`config.mk`:
```
export PLATFORM = sky130hd
export DESIGN_NAME = swaf_emit
export DESIGN_NICKNAME = d
export VERILOG_FILES = /design/src/hdl/swaf_pkg.sv /design/src/hdl/swaf_emit.sv
export SDC_FILE = /design/constraint.sdc
export NUM_CORES = 1
export LEC_CHECK = 0
export BUFFER_PORTS_ARGS = -buffer_cell sky130_fd_sc_hd__buf_2
export CELL_PAD_IN_SITES_DETAIL_PLACEMENT = 0
export CELL_PAD_IN_SITES_GLOBAL_PLACEMENT = 1
export CORE_MARGIN = 2
export CORE_UTILIZATION = 44
export CTS_CLUSTER_DIAMETER = 50
export CTS_CLUSTER_SIZE = 28
export DETAILED_ROUTE_END_ITERATION = 8
export PLACE_DENSITY = 0.91
export SETUP_SLACK_MARGIN = 0.05
export SKIP_CTS_REPAIR_TIMING = 1
export SLEW_MARGIN = 40
export SYNTH_ARGS = -nofsm -noshare
export SYNTH_HDL_FRONTEND = slang
export SYNTH_SLANG_ARGS = --single-unit
export TNS_END_PERCENT = 100
```
`constraint.sdc`:
```
create_clock -name clk -period 6 [get_ports clk]
set_input_delay 0.6 -clock clk [delete_from_list [all_inputs] [get_ports clk]]
set_output_delay 0.6 -clock clk [all_outputs]
set_load 0.02 [all_outputs]
```
`src/hdl/swaf_pkg.sv`:
```
`timescale 1ns / 1ps
// Shared types and constants for the stopwatch ASCII formatter.
// No dependencies; every other file imports this package.
package swaf_pkg;

    // Display modes held by the front end and carried with every job.
    typedef enum logic [1:0] {
        MODE_OFF   = 2'd0,
        MODE_MMSS  = 2'd1,
        MODE_POINT = 2'd2,
        MODE_PLAIN = 2'd3
    } mode_t;

    // Command characters.
    localparam logic [7:0] CMD_MODE1 = 8'd49;
    localparam logic [7:0] CMD_MODE2 = 8'd50;
    localparam logic [7:0] CMD_MODE3 = 8'd51;
    localparam logic [7:0] CMD_STOP  = 8'd113;

    // Characters that the formatter emits.
    localparam logic [7:0] CHAR_CR    = 8'h0D;
    localparam logic [7:0] CHAR_ZERO  = 8'h30;
    localparam logic [7:0] CHAR_NINE  = 8'h39;
    localparam logic [7:0] CHAR_COLON = 8'h3A;
    localparam logic [7:0] CHAR_POINT = 8'h2E;
    localparam logic [7:0] CHAR_SPACE = 8'h20;

    // Field widths.
    localparam int COUNT_W = 20;
    localparam int DIGIT_W = 5;
    localparam int NUM_DIGITS = 6;

    // Reciprocal constants: x/10 = (x*DIV10_MULT) >> 23 for x below 2^22,
    // x/60 = (x*DIV60_MULT) >> 20 for x below 23831.
    localparam logic [COUNT_W-1:0] DIV10_MULT = 20'd838861;
    localparam logic [COUNT_W-1:0] DIV60_MULT = 20'd17477;

    // Default depth of the queue between front and back.
    localparam int QUEUE_DEPTH_DEFAULT = 2;

    // Input word: one command character or one refresh request.
    typedef struct packed {
        logic               action;
        logic [7:0]         rx_char;
        logic [COUNT_W-1:0] count_value;
    } in_word_t;

    // Output word: one character.
    typedef struct packed {
        logic [7:0] out_char;
        logic       last;
    } out_word_t;

    // Refresh job queued by the front end.
    typedef struct packed {
        mode_t              mode;
        logic [COUNT_W-1:0] count;
    } job_t;

    // Converted job: mode and decimal digits, most significant first at index 5.
    typedef struct packed {
        mode_t                                mode;
        logic [NUM_DIGITS-1:0][DIGIT_W-1:0] digits;
    } fmt_t;

    // Valid/take pair between two internal stages.
    typedef struct packed {
        logic valid;
        logic take;
    } link_t;

endpackage

```
`src/hdl/swaf_emit.sv`:
```
`timescale 1ns / 1ps
// Emitter: holds one converted job and sends its characters one word
// per cycle while chr_stall is low. Depends on swaf_pkg.
module swaf_emit
    import swaf_pkg::*;
(
    input  logic      clk,
    input  logic      rst_n,
    input  link_t     fmt_link,
    output logic      fmt_take,
    input  fmt_t      fmt,
    output logic      chr_valid,
    input  logic      chr_stall,
    output out_word_t chr_word
);

    logic       job_valid_reg, job_valid_next;
    fmt_t       job_reg, job_next;
    logic [2:0] idx_reg, idx_next;
    logic [2:0] last_idx;
    logic       is_last;
    logic       sent;

    assign last_idx  = (job_reg.mode == MODE_PLAIN) ? 3'd6 : 3'd7;
    assign is_last   = (idx_reg == last_idx);
    assign chr_valid = job_valid_reg;
    assign sent      = chr_valid && !chr_stall;
    assign fmt_take  = fmt_link.valid && (!job_valid_reg || (sent && is_last));

    // Character for the current position.
    always_comb
    begin
        chr_word.last     = is_last;
        chr_word.out_char = CHAR_CR;
        case (idx_reg)
            3'd0: chr_word.out_char = CHAR_CR;
            3'd1: chr_word.out_char = CHAR_ZERO + {3'b000, job_reg.digits[5]};
            3'd2: chr_word.out_char = CHAR_ZERO + {3'b000, job_reg.digits[4]};
            3'd3:
            begin
                if (job_reg.mode == MODE_MMSS)
                    chr_word.out_char = CHAR_COLON;
                else
                    chr_word.out_char = CHAR_ZERO + {3'b000, job_reg.digits[3]};
            end
            3'd4:
            begin
                if (job_reg.mode == MODE_MMSS)
                    chr_word.out_char = CHAR_ZERO + {3'b000, job_reg.digits[1]};
                else
                    chr_word.out_char = CHAR_ZERO + {3'b000, job_reg.digits[2]};
            end
            3'd5:
            begin
                if (job_reg.mode == MODE_MMSS)
                    chr_word.out_char = CHAR_ZERO + {3'b000, job_reg.digits[0]};
                else if (job_reg.mode == MODE_POINT)
                    chr_word.out_char = CHAR_POINT;
                else
                    chr_word.out_char = CHAR_ZERO + {3'b000, job_reg.digits[1]};
            end
            3'd6:
            begin
                if (job_reg.mode == MODE_MMSS)
                    chr_word.out_char = CHAR_SPACE;
                else if (job_reg.mode == MODE_POINT)
                    chr_word.out_char = CHAR_ZERO + {3'b000, job_reg.digits[1]};
                else
                    chr_word.out_char = CHAR_ZERO + {3'b000, job_reg.digits[0]};
            end
            3'd7:
            begin
                if (job_reg.mode == MODE_MMSS)
                    chr_word.out_char = CHAR_SPACE;
                else
                    chr_word.out_char = CHAR_ZERO + {3'b000, job_reg.digits[0]};
            end
            default: chr_word.out_char = CHAR_CR;
        endcase
    end

    // Position counter and job hand-over.
    always_comb
    begin
        job_valid_next = job_valid_reg;
        job_next       = job_reg;
        idx_next       = idx_reg;
        if (sent)
        begin
            idx_next = idx_reg + 1'b1;
            if (is_last)
            begin
                job_valid_next = 1'b0;
            end
        end
        if (fmt_take)
        begin
            job_valid_next = 1'b1;
            job_next       = fmt;
            idx_next       = '0;
        end
    end

    always_ff @(posedge clk or negedge rst_n)
    begin
        if (!rst_n)
        begin
            job_valid_reg <= 1'b0;
            idx_reg       <= '0;
        end
        else
        begin
            job_valid_reg <= job_valid_next;
            idx_reg       <= idx_next;
        end
    end

    always_ff @(posedge clk)
    begin
        job_reg <= job_next;
    end

endmodule

```
# After elaboration in Yosys (flattened, before gate mapping)
# Cells that the tools add are included.
# W data, S select, Z words.
word_totals:
  in_bits: 37
  ramBits: 0
  elab_cells: 51
  output_inout_bits: 11
  memories: 0
  latch_bits: 0
  rom_bits: 0
  ff_bits: 36
op_classes:
  shifts: 0
  order_cmp: 0
  div_mod_pow: 0
  reduce_logical: 10
  multipliers: 0
  bitwise: 0
  n_eq_ne: 11
  n_addsub: 7
  n_mux: 14
ops:
  columns: ["operator", "count"]
  rows:
  - ["$pmux W8 S8", 1]
  - ["$mux W7", 7]
  - ["$add A6 B5 Y7 const A", 6]
  - ["$eq A3 B3 Y1 const B", 4]
  - ["$eq A3 B2 Y1 const B", 2]
  - ["$mux W3", 2]
  - ["$eq A2 B2 Y1 const B", 2]
  - ["$mux W1", 4]
  - ["$reduce_bool A2 Y1", 2]
  - ["$add A3 B1 Y3 const B", 1]
  - ["$eq A3 B1 Y1 const B", 1]
  - ["$eq A3 B3 Y1", 1]
  - ["$logic_and A1 B1 Y1", 3]
  - ["$logic_not A3 Y1", 1]
  - ["$eq A2 B1 Y1 const B", 1]
  - ["$logic_not A1 Y1", 2]
  - ["$reduce_and A2 Y1", 1]
  - ["$logic_or A1 B1 Y1", 1]

# Longest topological paths before layout
logic_depth:
  depth_word: 8
  ltp_mapped: 7
  mapped_depth_nobuf: 6

# Worst setup path after synthesis
# No wires, ideal clock.
synth_timing:
  kind: "register -> output"
  start: "register job_reg[30] (netlist bit)"
  end: "output fmt_take"
  path_slack_ns: 2.412
  n_path_buf: 1
  arrival_ns: 2.988
  path_stages_with_launch: 5
  t_required_ns: 5.400
  cell_sequence: "edfxtp_1 buf_6 a21boi_0 o2111ai_1 a21boi_1"
synth_via:
  elab_chain_len: 6
synth_rtl:
  columns: ["element", "line", "rtl"]
  rows:
  - ["start, declared", "swaf_emit.sv:18", "fmt_t job_reg, job_next;"]
  - ["start signal, assigned", "swaf_emit.sv:120", "job_reg <= job_next;"]
  - ["$eq A2 B2 Y1", "swaf_emit.sv:24", "assign last_idx = (job_reg.mode == MODE_PLAIN) ? 3'd6 : 3'd7;"]
  - ["$mux W1", "swaf_emit.sv:24", null]
  - ["$eq A3 B3 Y1", "swaf_emit.sv:25", "assign is_last = (idx_reg == last_idx);"]
  - ["$logic_and A1 B1 Y1", "swaf_emit.sv:28", "assign fmt_take = fmt_link.valid && (!job_valid_reg || (sent && is_last));"]
  - ["$logic_or A1 B1 Y1", "swaf_emit.sv:28", null]
  - ["$logic_and A1 B1 Y1", "swaf_emit.sv:28", null]
  - ["end, declared", "swaf_emit.sv:10", "output logic fmt_take,"]
# Every way passes these cells.

==> impl_metrics.env <==
export IMPL_outcome="finished, final reports clean"
export IMPL_synth_xor_area_share_pct=0.459
export IMPL_wl_per_cell_um=15.0
export IMPL_min_period_ps=3510
export IMPL_cp_arrival_ps=2910
export IMPL_setup_slack_ps=2490
export IMPL_netSwitchingFraction_pct=38.8
export IMPL_cts_buffers=5
export IMPL_cp_buffers_inverters=2
export IMPL_grt_pass1_vias=1361
export IMPL_synthFlopType="edfxtp_1"
export IMPL_synth_compound_area_share_pct=18.4
export IMPL_ant_nets=0
export IMPL_vias=1442
export IMPL_drv_cap=0
export IMPL_rows=23
export IMPL_cp_max_fo=23
export IMPL_die_area_sq_um=4880
export IMPL_detail_route_drc_violations=0
export IMPL_gp_congestion=0.826
export IMPL_drt_total_wl_um=3820
export IMPL_seq_area_sq_um=1060
export IMPL_peakVddDrop_mv=0.229
export IMPL_seq_power_share_pct=36.0
export IMPL_hold_class="primary input to async pin"
export IMPL_finalSetupTns_ps=0
export IMPL_clock_sinks=36
export IMPL_grt_overflow=0
export IMPL_fin_crit_sh_pct=58.5
export IMPL_clockPowerShare_pct=20.2
export IMPL_ys_seq_elements=36
export IMPL_ios=48
export IMPL_synth_most_common_cell="edfxtp_1"
export IMPL_endpoint_kind="primary output"
export IMPL_io_buffers=45
export IMPL_synth_area_leaders="edfxtp_1 (50%), dfrtp_1 (5.2%), ha_1 (3.9%)"
export IMPL_ys_warn_count=0
export IMPL_synth_edf_count=32
export IMPL_dr_pass1_iters=4
export IMPL_synth_distinct_cells=49
export IMPL_die_x_um=69.8
export IMPL_fill_cells=354
export IMPL_cts_tree="done"
export IMPL_synth_top_area_cell="edfxtp_1"
export IMPL_p_leak_nw=0.905
export IMPL_async_reset_ff_share_pct=11.1
export IMPL_finalNonFillerCells=254
export IMPL_dp_hpwl_um=2620
export IMPL_dpl_worst_slack_ps=2810
export IMPL_core_area_sq_um=4090
export IMPL_postPlaceCellArea_sq_um=2140
export IMPL_largest_reg_flops=32
export IMPL_area_growth_pct=18.0
export IMPL_antenna_cells=0
export IMPL_yosysSeqAreaShare_pct=55.6
export IMPL_cp_slowest_cell="dfrtp_1"
export IMPL_internal_power_w=0.000606
export IMPL_synth_top_family_by_area="compound AO/OA/AOI/OAI gates"
export IMPL_grt_usage_pct=16.5
export IMPL_chipHeight_um=69.8
export IMPL_drive_gt1_share_pct=27.0
export IMPL_synth_fa_ha_area_share_pct=3.94
export IMPL_multi_input_area_sq_um=761
export IMPL_initial_core_util_pct=46.7
export IMPL_drt_first_iter_violations=89
export IMPL_clk_latency_ps=290
export IMPL_synth_commonest_cells="edfxtp_1 (32), nand2_1 (11), o21ai_0 (7)"
export IMPL_worstSetupPathDepth=6
export IMPL_yosysTopAreaCellShare_pct=50.4
export IMPL_comb_power_share_pct=43.8
export IMPL_cts_root_buf="clkbuf_8"
export IMPL_slew_headroom_pct=53.6
export IMPL_htree_levels=2
export IMPL_synth_fp_nets=205
export IMPL_synth_mux_area_share_pct=2.10
export IMPL_reg2regPathDepth=4
export IMPL_power_switching_w=0.000384
export IMPL_drv_slew=0
export IMPL_p_per_area_nw_per_um2=440
export IMPL_post_place_cells=246
export IMPL_clk_pin_slew_ps=70
export IMPL_crit_type="flop to primary output"
export IMPL_max_freq_mhz=285
export IMPL_grt_pass1_wl_um=6230
export IMPL_rsz0062_at_grt="no"
export IMPL_antenna_found_initial=0
export IMPL_syn_avg_cell_area_sq_um=11.8
export IMPL_grt_max_degree=37
export IMPL_crit_required_ps=5400
export IMPL_synth_area_sq_um=1910
export IMPL_cp_top_family="flip-flops"
export IMPL_slowest_delay_ps=790
export IMPL_nets=246
export IMPL_syn_inst=162
export IMPL_cts_buffer_depth=2
export IMPL_skew_ps=6.82
export IMPL_synthSimpleGateAreaFrac_pct=14.2
export IMPL_final_area_sq_um=2250
export IMPL_worst_setup_path_start_kind="flop"
export IMPL_final_util_pct=55.1
export IMPL_setup_viol=0
export IMPL_worstPathCellList="clkinv_1 > ha_1 > a211oi_1 > o22ai_1 > a311o_1 > buf_2"
export IMPL_hold_violations=0
export IMPL_tightest_slew_ps=696
export IMPL_vias_per_cell=5.68
cell usage in the layout, fill, tap and decap left out, types with 2 or more instances in the layout:
cell,netlist,routed
nor3_1,2,2
a22oi_1,2,2
nand3_1,5,5
a211oi_1,2,2
mux2i_1,4,4
nor2b_1,4,4
nand3b_1,2,2
a2111o_1,2,2
o221ai_1,2,2
edfxtp_1,32,32
and3_1,3,3
buf_2,2,45
and2_1,3,3
ha_1,6,6
o21ai_0,7,7
nand2b_1,3,3
a311oi_1,2,2
clkbuf_8,0,5
a22o_1,2,2
a31oi_1,2,2
nor2_1,6,6
a221o_1,2,2
a32o_1,3,3
clkinv_1,1,3
a21oi_1,6,6
o211ai_1,4,4
nand2_1,11,11
and3b_1,3,3
dfrtp_1,4,4
inv_1,6,6
a21boi_0,3,3
kinds of logic (layout without fill, tap and decap cells):
family / after synthesis / in the layout
simple gates: 48 / 48
compound gates: 47 / 47
flops: 36 / 36
buf+inv: 19 / 61
fa+ha+maj: 6 / 6
mux: 4 / 4
other cells: 1 / 1
xor+xnor: 1 / 1
metal layers:
layer | GRT usage [%] | share of wire [%] | vias up | wire length, um
met4 | 8.33 | 1.6 | 0 | 63
met1 | 20.1 | 42 | 681 | 1620
met3 | 4.80 | 5.5 | 6 | 211
met2 | 26.6 | 50 | 50 | 1930
li1 | - | - | 705 | -
met5 | 0 | 0 | - | 0
worst register-to-register path: cells and delay by family (launching register included):
kind / cells / cell delay [ps]
flops: 1 / 650
buf+inv: 1 / 380
compound gates: 3 / 780
final timing paths:
check / from / to / slack (ps)
worst min-delay path: rst_n / idx_reg[2]$_DFFE_PN0P_ / 100
worst max-delay path: idx_reg[2]$_DFFE_PN0P_ / chr_word[2] / 2490
worst min register to register: chr_valid$_DFFE_PN0P_ / chr_valid$_DFFE_PN0P_ / 590
max in group asynchronous: rst_n / idx_reg[0]$_DFFE_PN0P_ / 5790
worst max register to register: job_reg[30]$_DFFE_PP_ / job_reg[25]$_DFFE_PP_ / 3810
min in group clk: fmt[30] / job_reg[30]$_DFFE_PP_ / 480
power by group through the flow:
stage	Sequential (W)	Combinational [W]	Clock [W]
final	0.000356	0.000434	0.000200
after global routing	0.000361	0.000479	0.000215
after CTS	0.000355	0.000438	0.000207
after detailed placement	0.000361	0.000435	0
after global placement	0.000360	0.000435	0
after floorplan	0.000334	0.000341	0
through the flow:
step	hold WS [ps]	power, W
6_report	97.7	0.000990
3_5_place_dp	406	0.000796
4_1_cts	88.7	0.00100
3_3_place_gp	407	0.000794
2_1_floorplan	304	0.000676
5_1_grt	98.6	0.00106
area by class of cell:
cell class                 count  area share [%]
clock inverter                 3            1.67
sequential                    36            47.2
tap                           50            2.78
timing repair buffer          46            10.3
multi-input combinational    107            33.8
clock buffer                   5            3.06
inverter                       7            1.17
Note: power is estimated with default switching activity, not from simulation.
