**config.mk**
```make
export PLATFORM = sky130hd
export DESIGN_NAME = swaf_front
export DESIGN_NICKNAME = d
export VERILOG_FILES = /design/src/hdl/swaf_pkg.sv /design/src/hdl/swaf_front.sv
export SDC_FILE = /design/constraint.sdc
export NUM_CORES = 1
export LEC_CHECK = 0
export BUFFER_PORTS_ARGS = -buffer_cell sky130_fd_sc_hd__clkbuf_2
export CAP_MARGIN = 10
export CORE_AREA = 2 2 39 41
export DETAILED_ROUTE_END_ITERATION = 10
export DIE_AREA = 0 0 41 43
export PLACE_DENSITY = 0.78
export REMOVE_ABC_BUFFERS = 1
export SLEW_MARGIN = 20
export SYNTH_ARGS = -nofsm -noshare
export SYNTH_HDL_FRONTEND = slang
export SYNTH_SLANG_ARGS = --single-unit
```
**constraint.sdc**
```tcl
create_clock -name clk -period 2.95 [get_ports clk]
set_clock_uncertainty 0.2 [all_clocks]
set_input_delay 0.1475 -clock clk [delete_from_list [all_inputs] [get_ports clk]]
set_output_delay 0.1475 -clock clk [all_outputs]
set_load 0.02 [all_outputs]
```
**src/hdl/swaf_pkg.sv**
```systemverilog
`timescale 1ns / 1ps
// Shared types and constants for the stopwatch ASCII formatter.
// No dependencies; every other file imports this package.
package swaf_pkg;

    // Display modes held by the front end and carried with every job.
    typedef enum logic [1:0] {
        MODE_OFF   = 2'd0,
        MODE_MMSS  = 2'd1,
        MODE_POINT = 2'd2,
        MODE_PLAIN = 2'd3
    } mode_t;

    // Command characters.
    localparam logic [7:0] CMD_MODE1 = 8'd49;
    localparam logic [7:0] CMD_MODE2 = 8'd50;
    localparam logic [7:0] CMD_MODE3 = 8'd51;
    localparam logic [7:0] CMD_STOP  = 8'd113;

    // Characters that the formatter emits.
    localparam logic [7:0] CHAR_CR    = 8'h0D;
    localparam logic [7:0] CHAR_ZERO  = 8'h30;
    localparam logic [7:0] CHAR_NINE  = 8'h39;
    localparam logic [7:0] CHAR_COLON = 8'h3A;
    localparam logic [7:0] CHAR_POINT = 8'h2E;
    localparam logic [7:0] CHAR_SPACE = 8'h20;

    // Field widths.
    localparam int COUNT_W = 20;
    localparam int DIGIT_W = 5;
    localparam int NUM_DIGITS = 6;

    // Reciprocal constants: x/10 = (x*DIV10_MULT) >> 23 for x below 2^22,
    // x/60 = (x*DIV60_MULT) >> 20 for x below 23831.
    localparam logic [COUNT_W-1:0] DIV10_MULT = 20'd838861;
    localparam logic [COUNT_W-1:0] DIV60_MULT = 20'd17477;

    // Default depth of the queue between front and back.
    localparam int QUEUE_DEPTH_DEFAULT = 2;

    // Input word: one command character or one refresh request.
    typedef struct packed {
        logic               action;
        logic [7:0]         rx_char;
        logic [COUNT_W-1:0] count_value;
    } in_word_t;

    // Output word: one character.
    typedef struct packed {
        logic [7:0] out_char;
        logic       last;
    } out_word_t;

    // Refresh job queued by the front end.
    typedef struct packed {
        mode_t              mode;
        logic [COUNT_W-1:0] count;
    } job_t;

    // Converted job: mode and decimal digits, most significant first at index 5.
    typedef struct packed {
        mode_t                                mode;
        logic [NUM_DIGITS-1:0][DIGIT_W-1:0] digits;
    } fmt_t;

    // Valid/take pair between two internal stages.
    typedef struct packed {
        logic valid;
        logic take;
    } link_t;

endpackage

```
**src/hdl/swaf_front.sv**
```systemverilog
`timescale 1ns / 1ps
// Front end: accepts input words, keeps the display mode and stop flag,
// and queues refresh jobs. Depends on swaf_pkg.
module swaf_front
    import swaf_pkg::*;
(
    input  logic     clk,
    input  logic     rst_n,
    input  logic     req_valid,
    output logic     req_stall,
    input  in_word_t req_word,
    output logic     q_push,
    output job_t     q_entry,
    input  logic     q_full
);

    mode_t mode_reg, mode_next;
    logic  stopped_reg, stopped_next;
    logic  accept;

    // Stall only while the job queue has no room.
    assign req_stall = q_full;
    assign accept    = req_valid && !req_stall;

    // Classify the accepted word.
    always_comb
    begin
        mode_next    = mode_reg;
        stopped_next = stopped_reg;
        q_push       = 1'b0;
        if (accept && !stopped_reg)
        begin
            if (!req_word.action)
            begin
                case (req_word.rx_char)
                    CMD_MODE1: mode_next    = MODE_MMSS;
                    CMD_MODE2: mode_next    = MODE_POINT;
                    CMD_MODE3: mode_next    = MODE_PLAIN;
                    CMD_STOP:  stopped_next = 1'b1;
                    default:   mode_next    = mode_reg;
                endcase
            end
            else if (mode_reg != MODE_OFF)
            begin
                q_push = 1'b1;
            end
        end
    end

    assign q_entry.mode  = mode_reg;
    assign q_entry.count = req_word.count_value;

    // Mode and stop flag.
    always_ff @(posedge clk or negedge rst_n)
    begin
        if (!rst_n)
        begin
            mode_reg    <= MODE_OFF;
            stopped_reg <= 1'b0;
        end
        else
        begin
            mode_reg    <= mode_next;
            stopped_reg <= stopped_next;
        end
    end

endmodule

```
## Word-level counts from Yosys, hierarchy flattened

Cells that the tools add are included.

| word-level totals | value |
|---|---|
| flip-flop bits (word level) | 3 |
| bits of input ports | 33 |
| output and inout bits | 24 |
| logic and storage cells | 19 |

| cells by class | value |
|---|---|
| equality and inequality tests | 4 |
| mux-type cells | 4 |
| bitwise logic cells | 1 |
| reductions and logical operators | 8 |

Operator list:

| operator | number |
|---|---|
| equality test 8 x 6 -> 1 bit, second input constant | 3 |
| equality test 8 x 7 -> 1 bit, second input constant | 1 |
| case mux 2 bit (3 select lines) | 1 |
| AND reduction 3 bit | 2 |
| 2-to-1 mux 1 bit | 3 |
| nonzero test 3 bit | 1 |
| logical AND 1 bit | 2 |
| logical NOT 1 bit | 2 |
| nonzero test 2 bit | 1 |
| inverter 1 bit | 1 |

## Depth between registers and ports, before layout

Gate-level depths: netlist of run 1.

| logic depth | value |
|---|---|
| depth after elaboration | 4 |
| depth in mapped cells | 3 |
| mapped depth without buffers | 3 |

## Least setup slack after synthesis of run 1

OpenSTA, ideal clock, no wires.

| path | value |
|---|---|
| kind | register -> register |
| start | register stopped_reg |
| end | register mode_reg[1] |
| library setup time | 0.095 ns |
| arrival | 1.399 ns |
| data required time | 2.655 ns |
| path slack | 1.256 ns |
| stages on the path, launching flop included | 4 |
| buffers on the path | 0 |
| period minus slack after synthesis | 1.694 ns |
| cell sequence | dfrtp_1 or3b_4 or4_4 o31ai_1 |

| on the way | value |
|---|---|
| word-level cells in the longest chain between the ends | 3 |

Ends and longest elaborated chain:

| element | line | RTL |
|---|---|---|
| start: declaration | swaf_front.sv:18 | `logic stopped_reg, stopped_next;` |
| start signal: assignment | swaf_front.sv:64 | `stopped_reg <= stopped_next;` |
| logical NOT 1 bit | swaf_front.sv:31 | `if (accept && !stopped_reg)` |
| logical AND 1 bit | swaf_front.sv:31 |  |
| AND reduction 3 bit (no source line) | n/a |  |
| end signal: assignment | swaf_front.sv:63 | `mode_reg <= mode_next;` |
| end: declaration | swaf_front.sv:17 | `mode_t mode_reg, mode_next;` |

No other way between the ends.
A chain may end at the register's enable or synchronous reset.

## Final worst setup path of run 1

| path | value |
|---|---|
| start | input port req_word[26] in the netlist's numbering |
| end | register mode_reg[0] |

| on the way | value |
|---|---|
| word-level cells in the longest chain between the ends | 3 |
| elaborated cells on any way between the ends | 6 |
| those cells by class | 3 x eq/ne; 1 x mux; 2 x reduce/logical |

Ends and longest elaborated chain:

| element | line | RTL |
|---|---|---|
| start: declaration | swaf_front.sv:11 | `input in_word_t req_word,` |
| equality test 8 x 6 -> 1 bit | swaf_front.sv:35 | `case (req_word.rx_char)` |
| nonzero test 3 bit (no source line) | n/a |  |
| AND reduction 3 bit (no source line) | n/a |  |

Several ways; a longest one is shown, not always the timed one.

==> results of run 1 <==
-- cell usage after synthesis --
cell,n
nor2_1,1
o31ai_1,4
buf_4,21
or4b_1,2
or4_4,1
or3b_4,1
inv_1,2
o21bai_1,1
dfrtp_1,3
nand4bb_1,1
o21ai_0,1
nand3_1,1
-- layout make-up --
type / instances / area (um^2)
clock buffer: 4 / 26.3
timing repair buffer: 20 / 120
inverter: 2 / 7.51
tap: 16 / 20.0
sequential: 3 / 75.1
multi-input combinational: 13 / 105
fill: 153 / 1030
-- cells by family (layout without fill, tap and decap cells) --
logic type / after synthesis / count (layout) / synth area share, %
compound gates: 6 / 6 / 12.3
buf+inv: 23 / 26 / 47.8
flops: 3 / 3 / 21.7
simple gates: 7 / 7 / 18.1
-- placed cells by master (no fill, tap or decap), types with 2 or more instances in the layout --
cell and count:
inv_1 2, dfrtp_1 3, clkbuf_2 16, or4b_1 2, o31ai_1 4, clkbuf_4 3, dlygate4sd3_1 4
-- what timing repair did --
action | CTS | global route
hold endpoints to repair | 5 | 0
hold buffers | 4 | 0
setup buffers | 0 | 0
-- layer usage --
| metal | GRT usage [%] | share of wire [%] | vias to the layer above | wire [um] |
|---|---|---|---|---|
| met1 | 15.1 | 40 | 138 | 424 |
| met4 | 10.0 | 0 | 0 | 0 |
| met5 | 4.17 | 0 | - | 0 |
| met2 | 14.4 | 42 | 29 | 444 |
| li1 | - | - | 119 | - |
| met3 | 9.95 | 18 | 0 | 197 |
-- critical path, cell delays in order --
cell and delay (ns):
dlygate4sd3_1 0.53, clkbuf_2 0.14, or4b_1 0.52, o31ai_1 0.23, o31ai_1 0.11, dlygate4sd3_1 0.57
-- worst max-delay path by stage --
stage                             from                      end  slack (ns)  cells after the start
3_3_place_gp   stopped_reg$_DFFE_PN0P_  mode_reg[1]$_DFFE_PN0P_        1.23                      3
5_1_grt                   req_word[26]  mode_reg[0]$_DFFE_PN0P_        0.50                      6
2_1_floorplan  stopped_reg$_DFFE_PN0P_  mode_reg[1]$_DFFE_PN0P_        1.26                      3
3_5_place_dp   stopped_reg$_DFFE_PN0P_  mode_reg[1]$_DFFE_PN0P_        1.16                      3
4_1_cts                   req_word[26]  mode_reg[0]$_DFFE_PN0P_        0.62                      6
6_report                  req_word[26]  mode_reg[0]$_DFFE_PN0P_        0.60                      6
-- per-stage QoR --
step,cells,area (um^2),util (%),setup slack (ns),hold WS [ns]
2_1_floorplan,18,188,-,1.26,-0.348
6_report,58,354,25.6,0.604,0.0106
3_3_place_gp,50,288,20.8,1.23,-0.252
5_1_grt,58,354,25.6,0.501,0.0299
4_1_cts,58,354,25.6,0.619,0.00915
3_5_place_dp,50,288,20.8,1.16,-0.253
-- power by group through the flow --
stage                     Sequential [mW]  Combinational [mW]  Clock, mW
after floorplan                    0.0462             0.00664          0
after global placement             0.0447              0.0222          0
after detailed placement           0.0448              0.0226          0
after CTS                          0.0444              0.0268     0.0758
after global routing               0.0444              0.0295     0.0781
final                              0.0443              0.0266     0.0721
==> flow_summary.yaml, run 1 <==
setup_path:
  worst-r2r-cell-count: 4
  r2r_end: "mode_reg[0]$_DFFE_PN0P_"
  reg2reg_from: "stopped_reg$_DFFE_PN0P_"
  worstSetupPathType: "in -> reg"
  cp.arrival_ns: 2.26
  required_ns: 2.86
  endpoint_kind: "flip-flop"
  worstSetupStartpointType: "primary input"
  r2r_slack_ns: 0.61
  cp_max_fo: 5
synthesis:
  yosys_warnings: 0
  netlist_instances: 39
  synth_top_cell_by_area: "buf_4"
  yosys-top-cells-area: "buf_4, dfrtp_1, o31ai_1"
  ys_seq_area_share_pct: 21.7
  synth_top_area_share_pct: 45.7
  synth.distinct_cells: 12
  synth_seq_cells: 3
  syn_area_um2: 345
  syn_area_per_cell_um2: 8.85
floorplan:
  core-area_um2: 1380
  io_pins: 57
  rows: 14
  start_util_pct: 25.0
  die_width_um: 41
  die_y_um: 43
  dieArea_um2: 1760
detailed_routing:
  wl_um: 1070
  drt_iter0_drc: 2
  route.vias.total: 286
  post_drt_wl_per_cell_um: 18.4
  post-route-drc-count: 0
  detail_route.vias_per_cell: 4.93
  drtAntennaViolNets: 0
  first_pass_iters: 4
power_and_ir_drop:
  total_power_mw: 0.143
  swShare_pct: 24.3
  p_leak_nw: 0.176
  peakVddDrop_mv: 0.110
  internal-power_mw: 0.108
  power_switching_mw: 0.0347
  combPwrFrac_pct: 18.6
  powerDensity_nw_per_um2: 404
  p_seq_share_pct: 31.0
  p_clk_share_pct: 50.4
final_layout:
  post_route_cells_drive_above_1_share_pct: 50.0
  fin_nets: 76
  n_antenna_cell: 0
  largest_reg_flops: 2
  area_delta_synth_final_pct: 2.54
sta:
  fin_setup_tns_ns: 0
  tightest_slew_ns: 0.231
  drv_slew: 0
  fmax_ghz: 0.426
  rsz0062_at_grt: "no"
  slew_headroom_pct: 84.5
  hold_violations: 0
  setup_violations: 0
  finalCriticalPeriod_ns: 2.35
  period_share_pct: 79.5
global_route:
  grt_max_degree: 6
  grt_pass1_wl_um: 1330
  grt_overflow: 0
  gr-usage-all-layers_pct: 12.9
  grt_pass1_vias: 323
  antenna_found_initial: 0
worst_hold_path:
  whs_path_depth: 3
  hold_class: "in -> reg"
  hp-start: "req_word[20]"
  holdPathEnd: "stopped_reg$_DFFE_PN0P_"
clock_network:
  cts_tree: "yes"
  cts_buffers: 3
  h-tree-depth: 1
  cts_sinks: 3
  cts_resized: 0
  clock_latency_ns: 0.23
  cts_buffer_depth: 2
  root_buffer: "clkbuf_4"
  clk_pin_slew_ns: 0.04
placement:
  hpwl_um: 843
  portBuffers: 16
  place_congestion: 0.724
status:
  outcome: "complete, no violations"
flow_run:
  cap_violations: 0
No activity file was read; power rests on OpenSTA's default activity.
==> run 2, diff against run 1 <==
- CORE_AREA: 2 2 39 41 -> not set
- CORE_UTILIZATION: not set -> 26
- DIE_AREA: 0 0 41 43 -> not set
- clock period: 2.95 -> 2.3 ns (I/O delays scaled with it)
==> flow_summary.yaml, run 2 (synthesized netlist as in run 1, its figures left out) <==
final_layout:
  n_antenna_cell: 0
  largest_reg_flops: 2
  post_route_cells_drive_above_1_share_pct: 48.8
  design_area_um2: 362
  final-seq-area_um2: 75.1
  n_fill_cell: 132
  fin_nets: 77
  multiInputGateArea_um2: 105
  area_delta_synth_final_pct: 4.71
  layout_commonest_cell: "clkbuf_2"
  layout_common_cells: "clkbuf_2, dlygate4sd3_1, o31ai_1, clkbuf_4, dfrtp_1"
setup_path:
  cp_max_fo: 4
  required_ns: 2.24
  r2r_end: "mode_reg[1]$_DFFE_PN0P_"
  worst-r2r-cell-count: 3
  endpoint_kind: "flip-flop"
  reg2reg_from: "stopped_reg$_DFFE_PN0P_"
  worstSetupStartpointType: "flip-flop"
  r2r_slack_ns: 0.54
  cp.arrival_ns: 1.70
  worstSetupPathType: "reg -> reg"
detailed_routing:
  detail_route.vias_per_cell: 5.02
  drt_iter0_drc: 4
  post-route-drc-count: 0
  route.vias.total: 286
  first_pass_iters: 4
  wl_um: 991
  post_drt_wl_per_cell_um: 17.4
  drtAntennaViolNets: 0
clock_network:
  h-tree-depth: 1
  cts_buffers: 3
  root_buffer: "clkbuf_4"
  postCtsSetupBuffers: 0
  cts_tree: "yes"
  clk_pin_slew_ns: 0.04
  cts_sinks: 3
  clock_latency_ns: 0.23
  cts_buffer_depth: 2
sta:
  hold_violations: 0
  tightest_slew_ns: 0.206
  drv_slew: 0
  slew_headroom_pct: 86.1
  setup_violations: 0
  period_share_pct: 76.7
  rsz0062_at_grt: "no"
  fin_setup_tns_ns: 0
  finalCriticalPeriod_ns: 1.76
  fmax_ghz: 0.567
power_and_ir_drop:
  total_power_mw: 0.184
  powerDensity_nw_per_um2: 509
  p_leak_nw: 0.178
  peakVddDrop_mv: 0.154
placement:
  placed_area_um2: 285
  hpwl_um: 806
  portBuffers: 16
  place_congestion: 0.782
floorplan:
  rows: 12
  die_y_um: 38.4
  core-area_um2: 1170
  die_width_um: 38.4
  start_util_pct: 29.5
  dieArea_um2: 1480
  io_pins: 57
global_route:
  grt_overflow: 0
  antenna_found_initial: 0
  grt_pass1_vias: 282
  grt_pass1_wl_um: 1220
  grt_max_degree: 6
  gr-usage-all-layers_pct: 13.8
worst_hold_path:
  hold_class: "in -> async"
flow_run:
  cap_violations: 0
status:
  outcome: "complete, no violations"
## run 2: changes by cell type in the layout (fill, tap and decap cells not counted)
cell / change
dlygate4sd3_1: +1
## run 2: worst max-delay path by stage
stage                                 start                 endpoint  slack, ns  cells past startpoint
finish              stopped_reg$_DFFE_PN0P_  mode_reg[1]$_DFFE_PN0P_       0.54                      3
detailed placement  stopped_reg$_DFFE_PN0P_  mode_reg[1]$_DFFE_PN0P_       0.53                      3
global route        stopped_reg$_DFFE_PN0P_  mode_reg[1]$_DFFE_PN0P_       0.50                      3
floorplan           stopped_reg$_DFFE_PN0P_  mode_reg[1]$_DFFE_PN0P_       0.61                      3
global placement    stopped_reg$_DFFE_PN0P_  mode_reg[1]$_DFFE_PN0P_       0.59                      3
CTS                 stopped_reg$_DFFE_PN0P_  mode_reg[1]$_DFFE_PN0P_       0.52                      3
## run 2: worst max-delay path: stages, from the launching register on
cell     delay, ns
dfrtp_1       0.37
or3b_4        0.39
or4_4         0.50
o31ai_1       0.21
## run 2: final cells by class
| class | instances | share of cell area [%] |
|---|---|---|
| timing repair buffer | 21 | 36.0 |
| multi-input combinational | 13 | 29.1 |
| sequential | 3 | 20.8 |
| clock buffer | 4 | 7.27 |
| tap | 14 | 4.84 |
| inverter | 2 | 2.08 |
## run 2: power breakdown
part / total [mW] / internal (mW) / switching [mW] / leakage [nW]
logic: 0.0349 / 0.0198 / 0.0151 / 0.122
registers: 0.0568 / 0.0553 / 0.00150 / 0.0415
clock network: 0.0924 / 0.0650 / 0.0274 / 0.0150
## run 2: per-layer routing
metal | GRT usage (%) | vias up | wire length [um]
met3 | 17.4 | 2 | 194
met2 | 14.8 | 29 | 368
li1 | - | 124 | -
met4 | 6.03 | 0 | 4
met1 | 14.6 | 131 | 424
met5 | 5.00 | - | 0
## run 2: timing repair
action | CTS | global route
endpoints found under the hold margin | 6 | 2
resized for setup | 0 | 0
hold buffers | 4 | 1
## run 2: per-stage QoR
stage / setup WS, ns / cells / hold slack, ns / util, %
6_report: 0.536 / 57 / 0.00779 / 30.9
2_1_floorplan: 0.606 / 18 / -0.381 / -
4_1_cts: 0.517 / 56 / 0.00145 / 30.0
3_5_place_dp: 0.529 / 48 / -0.286 / 24.4
3_3_place_gp: 0.586 / 48 / -0.284 / 24.4
5_1_grt: 0.495 / 57 / 0.00151 / 30.9
