<file path="src/hdl/swaf_pkg.sv">
`timescale 1ns / 1ps
// Shared types and constants for the stopwatch ASCII formatter.
// No dependencies; every other file imports this package.
package swaf_pkg;

    // Display modes held by the front end and carried with every job.
    typedef enum logic [1:0] {
        MODE_OFF   = 2'd0,
        MODE_MMSS  = 2'd1,
        MODE_POINT = 2'd2,
        MODE_PLAIN = 2'd3
    } mode_t;

    // Command characters.
    localparam logic [7:0] CMD_MODE1 = 8'd49;
    localparam logic [7:0] CMD_MODE2 = 8'd50;
    localparam logic [7:0] CMD_MODE3 = 8'd51;
    localparam logic [7:0] CMD_STOP  = 8'd113;

    // Characters that the formatter emits.
    localparam logic [7:0] CHAR_CR    = 8'h0D;
    localparam logic [7:0] CHAR_ZERO  = 8'h30;
    localparam logic [7:0] CHAR_NINE  = 8'h39;
    localparam logic [7:0] CHAR_COLON = 8'h3A;
    localparam logic [7:0] CHAR_POINT = 8'h2E;
    localparam logic [7:0] CHAR_SPACE = 8'h20;

    // Field widths.
    localparam int COUNT_W = 20;
    localparam int DIGIT_W = 5;
    localparam int NUM_DIGITS = 6;

    // Reciprocal constants: x/10 = (x*DIV10_MULT) >> 23 for x below 2^22,
    // x/60 = (x*DIV60_MULT) >> 20 for x below 23831.
    localparam logic [COUNT_W-1:0] DIV10_MULT = 20'd838861;
    localparam logic [COUNT_W-1:0] DIV60_MULT = 20'd17477;

    // Default depth of the queue between front and back.
    localparam int QUEUE_DEPTH_DEFAULT = 2;

    // Input word: one command character or one refresh request.
    typedef struct packed {
        logic               action;
        logic [7:0]         rx_char;
        logic [COUNT_W-1:0] count_value;
    } in_word_t;

    // Output word: one character.
    typedef struct packed {
        logic [7:0] out_char;
        logic       last;
    } out_word_t;

    // Refresh job queued by the front end.
    typedef struct packed {
        mode_t              mode;
        logic [COUNT_W-1:0] count;
    } job_t;

    // Converted job: mode and decimal digits, most significant first at index 5.
    typedef struct packed {
        mode_t                                mode;
        logic [NUM_DIGITS-1:0][DIGIT_W-1:0] digits;
    } fmt_t;

    // Valid/take pair between two internal stages.
    typedef struct packed {
        logic valid;
        logic take;
    } link_t;

endpackage

</file>
<file path="src/hdl/swaf_queue.sv">
`timescale 1ns / 1ps
// Short flip-flop queue of refresh jobs between front end and converter.
// Depends on swaf_pkg.
module swaf_queue
    import swaf_pkg::*;
#(
    parameter int DEPTH = QUEUE_DEPTH_DEFAULT
)
(
    input  logic  clk,
    input  logic  rst_n,
    input  logic  push,
    input  job_t  push_entry,
    output logic  full,
    output link_t pop_link_out,
    input  logic  pop,
    output job_t  pop_entry
);

    localparam int PW = (DEPTH > 1) ? $clog2(DEPTH) : 1;
    localparam int CW = $clog2(DEPTH + 1);

    job_t          entry_reg [DEPTH];
    logic [PW-1:0] wr_ptr_reg, wr_ptr_next;
    logic [PW-1:0] rd_ptr_reg, rd_ptr_next;
    logic [CW-1:0] fill_reg, fill_next;

    assign full               = (fill_reg == CW'(DEPTH));
    assign pop_link_out.valid = (fill_reg != '0);
    assign pop_link_out.take  = pop;
    assign pop_entry          = entry_reg[rd_ptr_reg];

    // Pointer and fill count update.
    always_comb
    begin
        wr_ptr_next = wr_ptr_reg;
        rd_ptr_next = rd_ptr_reg;
        fill_next   = fill_reg;
        if (push)
        begin
            wr_ptr_next = (wr_ptr_reg == PW'(DEPTH - 1)) ? '0 : wr_ptr_reg + 1'b1;
        end
        if (pop)
        begin
            rd_ptr_next = (rd_ptr_reg == PW'(DEPTH - 1)) ? '0 : rd_ptr_reg + 1'b1;
        end
        if (push && !pop)
        begin
            fill_next = fill_reg + 1'b1;
        end
        else if (pop && !push)
        begin
            fill_next = fill_reg - 1'b1;
        end
    end

    always_ff @(posedge clk or negedge rst_n)
    begin
        if (!rst_n)
        begin
            wr_ptr_reg <= '0;
            rd_ptr_reg <= '0;
            fill_reg   <= '0;
        end
        else
        begin
            wr_ptr_reg <= wr_ptr_next;
            rd_ptr_reg <= rd_ptr_next;
            fill_reg   <= fill_next;
        end
    end

    // Entry storage, no reset needed.
    always_ff @(posedge clk)
    begin
        if (push)
        begin
            entry_reg[wr_ptr_reg] <= push_entry;
        end
    end

endmodule

</file>
<file path="config.mk">
export PLATFORM = sky130hd
export DESIGN_NAME = swaf_queue
export DESIGN_NICKNAME = d
export VERILOG_FILES = /design/src/hdl/swaf_pkg.sv /design/src/hdl/swaf_queue.sv
export SDC_FILE = /design/constraint.sdc
export NUM_CORES = 1
export LEC_CHECK = 0
export ABC_AREA = 1
export BUFFER_PORTS_ARGS = -buffer_cell sky130_fd_sc_hd__buf_2
export CAP_MARGIN = 0
export CORE_MARGIN = 4
export CORE_UTILIZATION = 45
export DETAILED_ROUTE_END_ITERATION = 8
export HOLD_SLACK_MARGIN = 0.06
export PLACE_DENSITY_LB_ADDON = 0.12
export REMOVE_ABC_BUFFERS = 1
export SLEW_MARGIN = 40
export SYNTH_ARGS = -nofsm -noshare
export SYNTH_HDL_FRONTEND = slang
export SYNTH_SLANG_ARGS = --single-unit
</file>
<file path="constraint.sdc">
create_clock -name clk -period 1.78 [get_ports clk]
set_input_delay 0.356 -clock clk [delete_from_list [all_inputs] [get_ports clk]]
set_output_delay 0.356 -clock clk [all_outputs]
set_load 0.1 [all_outputs]
</file>
Word level (Yosys, flattened, before mapping)
Memories as Yosys holds them, arrays and structs flattened.
Cells that the tools add are included.
{"block": "totals", "register_bits": 4, "ramBits": 44, "output_inout_bits": 25, "wordCells": 21, "mem_count": 1}
{"name": "entry_reg", "depth": 2, "width": 22, "rd": 1, "rd_clocked_by_memory_dff": 0, "write_ports": 1, "line_no": "swaf_queue.sv:23", "source": "job_t entry_reg [DEPTH];"}
{"block": "op_classes", "addsub": 4, "eq_ne": 1, "muxes": 6, "reduce_logical": 6}
{"op": "$mux W1", "n": 4}
{"op": "$mux W2", "n": 2}
{"op": "$reduce_bool A2 Y1", "n": 2}
{"op": "$add A1 B1 Y1 const B", "n": 2}
{"op": "$add A2 B1 Y2 const B", "n": 1}
{"op": "$eq A2 B2 Y1 const B", "n": 1}
{"op": "$logic_and A1 B1 Y1", "n": 2}
{"op": "$logic_not A1 Y1", "n": 2}
{"op": "$sub A2 B1 Y2 const B", "n": 1}

Depth between registers and ports, before layout
Gate-level depths: netlist of run 1.
{"block": "depth", "depth_word": 4, "mapped_depth": 7}

Least setup slack after synthesis of run 1
OpenSTA, ideal clock, no wires.
{"block": "synth_path", "path_type": "flip-flop to output port", "start": "register fill_reg[0]", "end": "output port full", "arrival_time_ns": 1.669, "path_slack_ns": -0.245, "path_stages_with_launch": 2, "path_buffers": 0, "path_cell_list": "dfrtp_1 nor2_1"}
{"block": "synth_between", "elab_chain_len": 1}
{"element": "start, declared", "line_no": "swaf_queue.sv:26", "source": "logic [CW-1:0] fill_reg, fill_next;"}
{"element": "start signal, assigned", "line_no": "swaf_queue.sv:69", "source": "fill_reg <= fill_next;"}
{"element": "$eq A2 B2 Y1", "line_no": "swaf_queue.sv:28", "source": "assign full = (fill_reg == CW'(DEPTH));"}
{"element": "end, declared", "line_no": "swaf_queue.sv:14", "source": "output logic full,"}
No other way between the ends.

==> results of run 1 <==
logic make-up (layout without fill, tap and decap cells):
group	count (synthesis)	in the layout	share of synthesized area
AND/OR/NAND/NOR	10	10	0.0229
multiplexers	22	22	0.137
buffers and inverters	10	71	0.0312
XOR/XNOR	3	3	0.0146
adder cells (fa/ha/maj)	1	1	0.00693
flip-flops	48	48	0.787
area by class of cell:
type,instances,share of cell area
clock inverter,1,0.00143
sequential,48,0.542
tap,48,0.0229
timing repair buffer,56,0.251
multi-input combinational,36,0.144
clock buffer,7,0.0291
inverter,7,0.0100
cell usage after synthesis (all sizes together):
| library cell | instances |
|---|---|
| dfrtp | 4 |
| nand2 | 6 |
| inv | 7 |
| nand3 | 1 |
| ha | 1 |
| buf | 3 |
| xnor2 | 1 |
| mux2 | 22 |
| xor2 | 2 |
| edfxtp | 44 |
| nand4 | 1 |
| nor2 | 2 |
through the flow:
step	hold WS, ns	utilization	std cells
2_1_floorplan	0.0604	-	91
3_3_place_gp	0.164	0.653	193
3_5_place_dp	0.169	0.653	193
4_1_cts	0.249	0.677	202
5_1_grt	0.238	0.696	203
6_report	0.253	0.696	203
metal layers:
layer	up-vias	wire (microns)
met5	-	0
met2	33	1630
li1	468	-
met1	482	1280
met3	5	228
met4	0	26
path summary, 6_finish.rpt:
check                                         from                         to  depth (start not counted)
max in group asynchronous                    rst_n     rd_ptr_reg$_DFFE_PN0P_                          2
max reg2reg                 wr_ptr_reg$_DFFE_PN0P_  entry_reg[0][3]$_DFFE_PP_                          2
min reg2reg                fill_reg[1]$_DFFE_PN0P_    fill_reg[1]$_DFFE_PN0P_                          2
min                                  push_entry[0]  entry_reg[1][0]$_DFFE_PP_                          1
min in group asynchronous                    rst_n     wr_ptr_reg$_DFFE_PN0P_                          2
max                         rd_ptr_reg$_DFFE_PN0P_               pop_entry[9]                          3
timing repair:
item / 4_1_cts / 5_1_grt
setup endpoints to repair: 4 / 22
resized for setup: 0 / 14
hold buffers: 1 / 0
hold endpoints to repair: 4 / 0
cloned: 0 / 1
worst max-delay path, delay by kind of cell (launching register included):
family	cells	cell delay (ns)
flip-flops	1	0.42
multiplexers	1	0.36
buffers and inverters	2	0.36
==> out/qor.yml, run 1 <==
outcome:
  status: "finished, violations left"
  violations: "negative setup slack"
logic_synthesis:
  yosys-top-cells-area: "edfxtp_1 (73%), mux2_2 (14%), dfrtp_1 (5.5%)"
  synth.distinct_cells: 13
  synth_top_area_frac: 0.732
  yosysWarningCount: 0
  synth_top_area_cell: "edfxtp_1"
  yosys_register_bits: 48
  seq_area_frac_synth: 0.787
  syn_area_sq_um: 1810
  synthCells: 94
  synth.avg_cell_area_sq_um: 19.2
cells_and_area:
  layout_commonest_cell: "edfxtp_1"
  ff_latch_area_sq_um: 1420
  diodes: 0
  fillers: 271
  final_area_sq_um: 2630
  multiInputGateArea_sq_um: 379
  fin_nets: 181
  drive_above_1_share: 0.542
  most-common-layout-cells: "edfxtp_1 (44), buf_2 (28), buf_12 (23), mux2_4 (13), mux2_2 (9)"
  syn2layout_area_growth_pct: 45.5
  largest_reg_flops: 44
floorplanning:
  die_w_microns: 71.3
  coreArea_sq_um: 3770
  io_pins: 51
  die_h_microns: 71.3
  start_util: 0.479
  die_area_sq_um: 5090
  placementRows: 22
timing:
  slew_viol_final: 0
  hold_viol: 0
  tns_ns: -0.0162
  rsz0062_at_grt: "true"
  fin_ws_ns: -0.00574
  max_freq_mhz: 560
  min_period_ns: 1.79
  worst_slew_pin_slew_ns: 0.487
  finalCritPeriodShare: 1.00
  setup_viol: 6
  clock-skew-final_ns: 0.00391
  slew_headroom: 0.678
global_route:
  grt_usage: 0.121
  grt_first_pass_wirelength_microns: 4730
  grt_pass1_vias: 1049
  antenna_found_initial: 0
  use_met1: 0.135
  grt-ovfl-total: 0
  met2_usage: 0.213
  grt_max_degree: 24
  grt.met3_usage: 0.0449
  grt.busiest_layer: "met2"
placed_design:
  hpwl_microns: 2150
  port_buffers: 50
  dpl-instance-area_sq_um: 2460
  pre_cts_slack_ns: 0.314
  place.gp.congestion: 0.666
clock_network:
  root_buffer: "clkbuf_8"
  insertion_delay_ns: 0.29
  h-tree-depth: 2
  clk_pin_slew_ns: 0.08
  cts_buffers: 5
  post-cts-setup-buffers: 0
  cts_tree: "built"
  clkSinkCount: 48
  cts.path.max_buffers: 2
detailed_routing:
  drt_iter0_drc: 79
  via_per_inst: 4.87
  wl_per_cell_microns: 15.6
  ant_nets: 0
  finalWirelength_microns: 3160
  first_pass_iters: 4
  drc_errors: 0
  dr_total_vias: 988
worst_setup_path:
  cpPeakStageDelay_ns: 0.42
  crit_chain: "clkbuf_16, mux2_2, buf_12"
  critPathSlowestCell: "dfrtp_2"
  critical_path_class: "reg -> out"
  regToRegSetupSlack_ns: 0.63
  cp-end-kind: "primary output"
  worst_setup_path_start_kind: "register"
  crit_required_ns: 1.42
  cp_max_fo: 11
  crit_arrival_ns: 1.43
flow_run:
  maxCapViolCount: 0
min_path:
  hp-class: "in -> reg"
Power of run 1 is not shown: default switching activity piles up to over one toggle a cycle in this logic, so the estimate is an artifact.
==> inputs of run 2 (changes only) <==
Settings changed: GPL_TIMING_DRIVEN from default to 0.
==> run 2 against run 1 <==
  * The run still ends with negative setup slack left
  * Register-to-register slack worse by 0.15 ns
  * Critical path depth stayed put
  * Highest routed layer unchanged
  * Largest cell class unchanged
  * Die area unchanged
  * Sequential share of layout area up 4.2 points
  * Worst setup slack better by 0.0026 ns
  * Clock-buffer cell count fell by 2
  * Non-clock buffer count fell by 1
==> out/qor.yml, run 2 (synthesized netlist as in run 1, its figures left out) <==
clock_network:
  cts_buffers: 5
  root_buffer: "clkbuf_8"
  clkSinkCount: 48
  insertion_delay_ns: 0.29
  cts.path.max_buffers: 2
  clk_pin_slew_ns: 0.08
  cts_tree: "built"
  h-tree-depth: 2
worst_setup_path:
  regToRegSetupSlack_ns: 0.48
  crit_required_ns: 1.42
  r2r_start: "wr_ptr_reg$_DFFE_PN0P_"
  cp_max_fo: 6
  crit_arrival_ns: 1.43
  crit_start: "rd_ptr_reg$_DFFE_PN0P_"
  cp-end-kind: "primary output"
  reg2reg_depth: 2
  worst_setup_path_start_kind: "register"
  critical_path_class: "reg -> out"
cells_and_area:
  final_area_sq_um: 2440
  drive_above_1_share: 0.558
  layout_commonest_cell: "edfxtp_1"
  largest_reg_flops: 44
  fin_nets: 180
  diodes: 0
  syn2layout_area_growth_pct: 35.2
  final_util: 0.647
  final-instance-count-excl-fill: 202
  most-common-layout-cells: "edfxtp_1 (44), buf_2 (28), mux2_2 (21), buf_6 (14), buf_8 (8)"
placed_design:
  hpwl_microns: 2000
  port_buffers: 50
  dp_cells: 190
  dpl-instance-area_sq_um: 2110
  place.gp.congestion: 0.711
global_route:
  grt_usage: 0.133
  grt_first_pass_wirelength_microns: 4990
  grt-ovfl-total: 0
  grt_max_degree: 23
  grt_pass1_vias: 1076
  antenna_found_initial: 0
floorplanning:
  placementRows: 22
  die_h_microns: 71.3
  die_w_microns: 71.3
  start_util: 0.479
  die_area_sq_um: 5090
  coreArea_sq_um: 3770
  io_pins: 51
timing:
  hold_viol: 0
  holdWs_ns: 0.250
  finalCritPeriodShare: 1.00
  slew_headroom: 0.679
  setup_viol: 5
  slew_viol_final: 0
  worst_slew_pin_slew_ns: 0.485
  clock-skew-final_ns: 0.00724
  min_period_ns: 1.78
  fin_ws_ns: -0.00319
  max_freq_mhz: 561
  rsz0062_at_grt: "true"
min_path:
  worstHoldPathCells: 1
  hp-class: "in -> reg"
  hp-start: "push_entry[13]"
flow_run:
  maxCapViolCount: 0
detailed_routing:
  drt_iter0_drc: 50
  drc_errors: 0
  dr_total_vias: 963
  wl_per_cell_microns: 14.7
  ant_nets: 0
  finalWirelength_microns: 2970
  first_pass_iters: 4
  via_per_inst: 4.77
outcome:
  status: "finished, violations left"
  violations: "negative setup slack"
## run 2: cell types whose count changed in the layout (fill, tap and decap cells not counted), sizes merged
| cell | delta |
|---|---|
| clkbuf | -3 |
| clkinv | +2 |
## run 2: layout make-up
cell class | instances | area (sq um)
sequential | 48 | 1430
fill | 285 | 1330
timing repair buffer | 55 | 508
multi-input combinational | 36 | 339
clock buffer | 5 | 68.8
tap | 48 | 60.1
inverter | 7 | 26.3
clock inverter | 3 | 13.8
## run 2: repair_timing
| item | CTS | global route |
|---|---|---|
| gates resized for setup | 47 | 17 |
| buffers inserted | 3 | 0 |
| hold endpoints to repair | 4 | 0 |
| pin swaps | 0 | 0 |
| setup endpoints to repair | 22 | 22 |
| hold buffers | 1 | 0 |
## run 2: final timing paths
check / endpoint
max: pop_entry[13]
min: entry_reg[0][13]$_DFFE_PP_
max in group asynchronous: rd_ptr_reg$_DFFE_PN0P_
min reg2reg: fill_reg[1]$_DFFE_PN0P_
max reg2reg: entry_reg[0][16]$_DFFE_PP_
min in group asynchronous: fill_reg[0]$_DFFE_PN0P_
## run 2: metal layers
| metal | up-vias | share of wire | track usage |
|---|---|---|---|
| met5 | - | 0 | 0 |
| met4 | 0 | 0.0074 | 0.0438 |
| met1 | 469 | 0.40 | 0.153 |
| li1 | 461 | - | - |
| met2 | 31 | 0.53 | 0.227 |
| met3 | 2 | 0.056 | 0.0547 |
## run 2: critical path, stage by stage, from the launching register on
cell	delay [ns]
dfrtp_4	0.51
buf_6	0.15
mux2_4	0.31
buf_12	0.17
## run 2: per-stage QoR
stage	worst slack [ns]	setup TNS, ns
global route	-0.0591	-1.04
global placement	-0.614	-20.10
detailed placement	0.0100	0
finish	-0.00319	-0.00912
floorplan	-0.245	-0.245
CTS	-0.0213	-0.107
Power of run 2 is left out for the same reason.
==> inputs of run 3 (changes only) <==
Settings changed: REMOVE_ABC_BUFFERS 1 to default.
==> run 3 against run 2 <==
  * Worst hold slack improved by 0.0024 ns
  * Highest routed layer unchanged
  * Die area stayed put
  * Worst setup slack got worse by 0.0095 ns
  * Utilization is 1.2 points lower
  * Clock skew shrank 0.0046 ns
  * Via count rose by 0.52%
  * Flip-flop and latch count is the same
  * Critical path depth unchanged
  * The run still ends with negative setup slack left
  * Sequential share of layout area grew 0.96 points
  * Maximum frequency fell by 0.53%
==> out/qor.yml, run 3 (synthesized netlist as in run 1, its figures left out) <==
timing:
  slew_viol_final: 0
  min_period_ns: 1.79
  hold_viol: 0
  setup_viol: 6
  finalCritPeriodShare: 1.01
  clock-skew-final_ns: 0.00263
  max_freq_mhz: 558
  slew_headroom: 0.678
  rsz0062_at_grt: "true"
  fin_ws_ns: -0.0127
  worst_slew_pin_slew_ns: 0.483
detailed_routing:
  ant_nets: 0
  via_per_inst: 4.79
  first_pass_iters: 4
  drc_errors: 0
  wl_per_cell_microns: 14.2
  finalWirelength_microns: 2860
  drt_iter0_drc: 18
  dr_total_vias: 968
cells_and_area:
  final-instance-count-excl-fill: 202
  most-common-layout-cells: "edfxtp_1 (44), buf_2 (28), mux2_2 (21), buf_6 (13), buf_8 (8)"
  fillers: 295
  ff_latch_area_sq_um: 1420
  final_util: 0.636
  layout_commonest_cell: "edfxtp_1"
  drive_above_1_share: 0.552
  multiInputGateArea_sq_um: 342
  fin_nets: 180
  largest_reg_flops: 44
  final_area_sq_um: 2400
  syn2layout_area_growth_pct: 32.8
  diodes: 0
worst_setup_path:
  regToRegSetupSlack_ns: 0.52
  crit_arrival_ns: 1.44
  crit_required_ns: 1.42
  crit_start: "rd_ptr_reg$_DFFE_PN0P_"
  r2r_end: "entry_reg[0][21]$_DFFE_PP_"
  critical_path_class: "reg -> out"
  reg2reg_depth: 2
  worst_setup_path_start_kind: "register"
  cp_max_fo: 10
  r2r_start: "wr_ptr_reg$_DFFE_PN0P_"
  cp-end-kind: "primary output"
clock_network:
  cts_buffers: 5
  cts_tree: "built"
  h-tree-depth: 2
  clk_pin_slew_ns: 0.08
  clkSinkCount: 48
  post-cts-setup-buffers: 0
  insertion_delay_ns: 0.29
  cts.path.max_buffers: 2
  root_buffer: "clkbuf_8"
global_route:
  grt_usage: 0.122
  grt_max_degree: 23
  grt_first_pass_wirelength_microns: 4600
  grt-ovfl-total: 0
  grt_pass1_vias: 990
  antenna_found_initial: 0
placed_design:
  dp_cells: 193
  hpwl_microns: 2010
  place.gp.congestion: 0.676
  pre_cts_slack_ns: 0.132
  dpl-instance-area_sq_um: 2140
  port_buffers: 50
floorplanning:
  placementRows: 22
  io_pins: 51
  start_util: 0.479
  die_h_microns: 71.3
  coreArea_sq_um: 3770
  die_area_sq_um: 5090
  die_w_microns: 71.3
min_path:
  hp-start: "push_entry[7]"
  hp-class: "in -> reg"
  hold_end: "entry_reg[0][7]$_DFFE_PP_"
  worstHoldPathCells: 1
outcome:
  status: "finished, violations left"
  violations: "negative setup slack"
flow_run:
  maxCapViolCount: 0
logic_synthesis:
  synth_fp_nets: 121
[run 3: worst max-delay path, stage by stage (launching register included)]
cell and delay [ns]:
dfrtp_2 0.44, buf_8 0.16, mux2_2 0.36, buf_6 0.19
[run 3: metal layers]
layer  global-route usage  vias to the layer above  wire [microns]  part of all wire
met5                    0                        -               0                 0
met3               0.0533                        6             216             0.075
li1                     -                      460               -                 -
met2                0.217                       34            1570              0.55
met1                0.128                      468            1040              0.36
met4               0.0376                        0              33             0.012
[run 3: cell type report]
type                       instances  share of cell area
clock buffer                       8              0.0334
inverter                           7              0.0110
tap                               48              0.0251
multi-input combinational         36               0.142
buffer                             3              0.0157
timing repair buffer              52               0.179
sequential                        48               0.593
[run 3: how the worst max path moves through the flow]
stage	to	slack [ns]	depth (start not counted)
global route	pop_entry[3]	-0.09	3
CTS	pop_entry[3]	-0.04	3
detailed placement	pop_entry[3]	0.13	3
floorplan	entry_reg[0][0]$_DFFE_PP_	0.03	1
finish	pop_entry[3]	-0.01	3
global placement	entry_reg[0][21]$_DFFE_PP_	-0.61	3
[run 3: through the flow]
step | setup TNS, ns | hold WS [ns]
floorplan | 0 | 0.0604
global placement | -13.43 | 0.165
detailed placement | 0 | 0.168
CTS | -0.488 | 0.241
global route | -1.29 | 0.233
finish | -0.0337 | 0.252
[run 3: what timing repair did]
| item | 4_1_cts | 5_1_grt |
|---|---|---|
| endpoints found under the hold margin | 4 | 0 |
| setup endpoints to repair | 20 | 22 |
| resized for setup | 39 | 13 |
| hold buffers | 1 | 0 |
Power of run 3 is left out for the same reason.
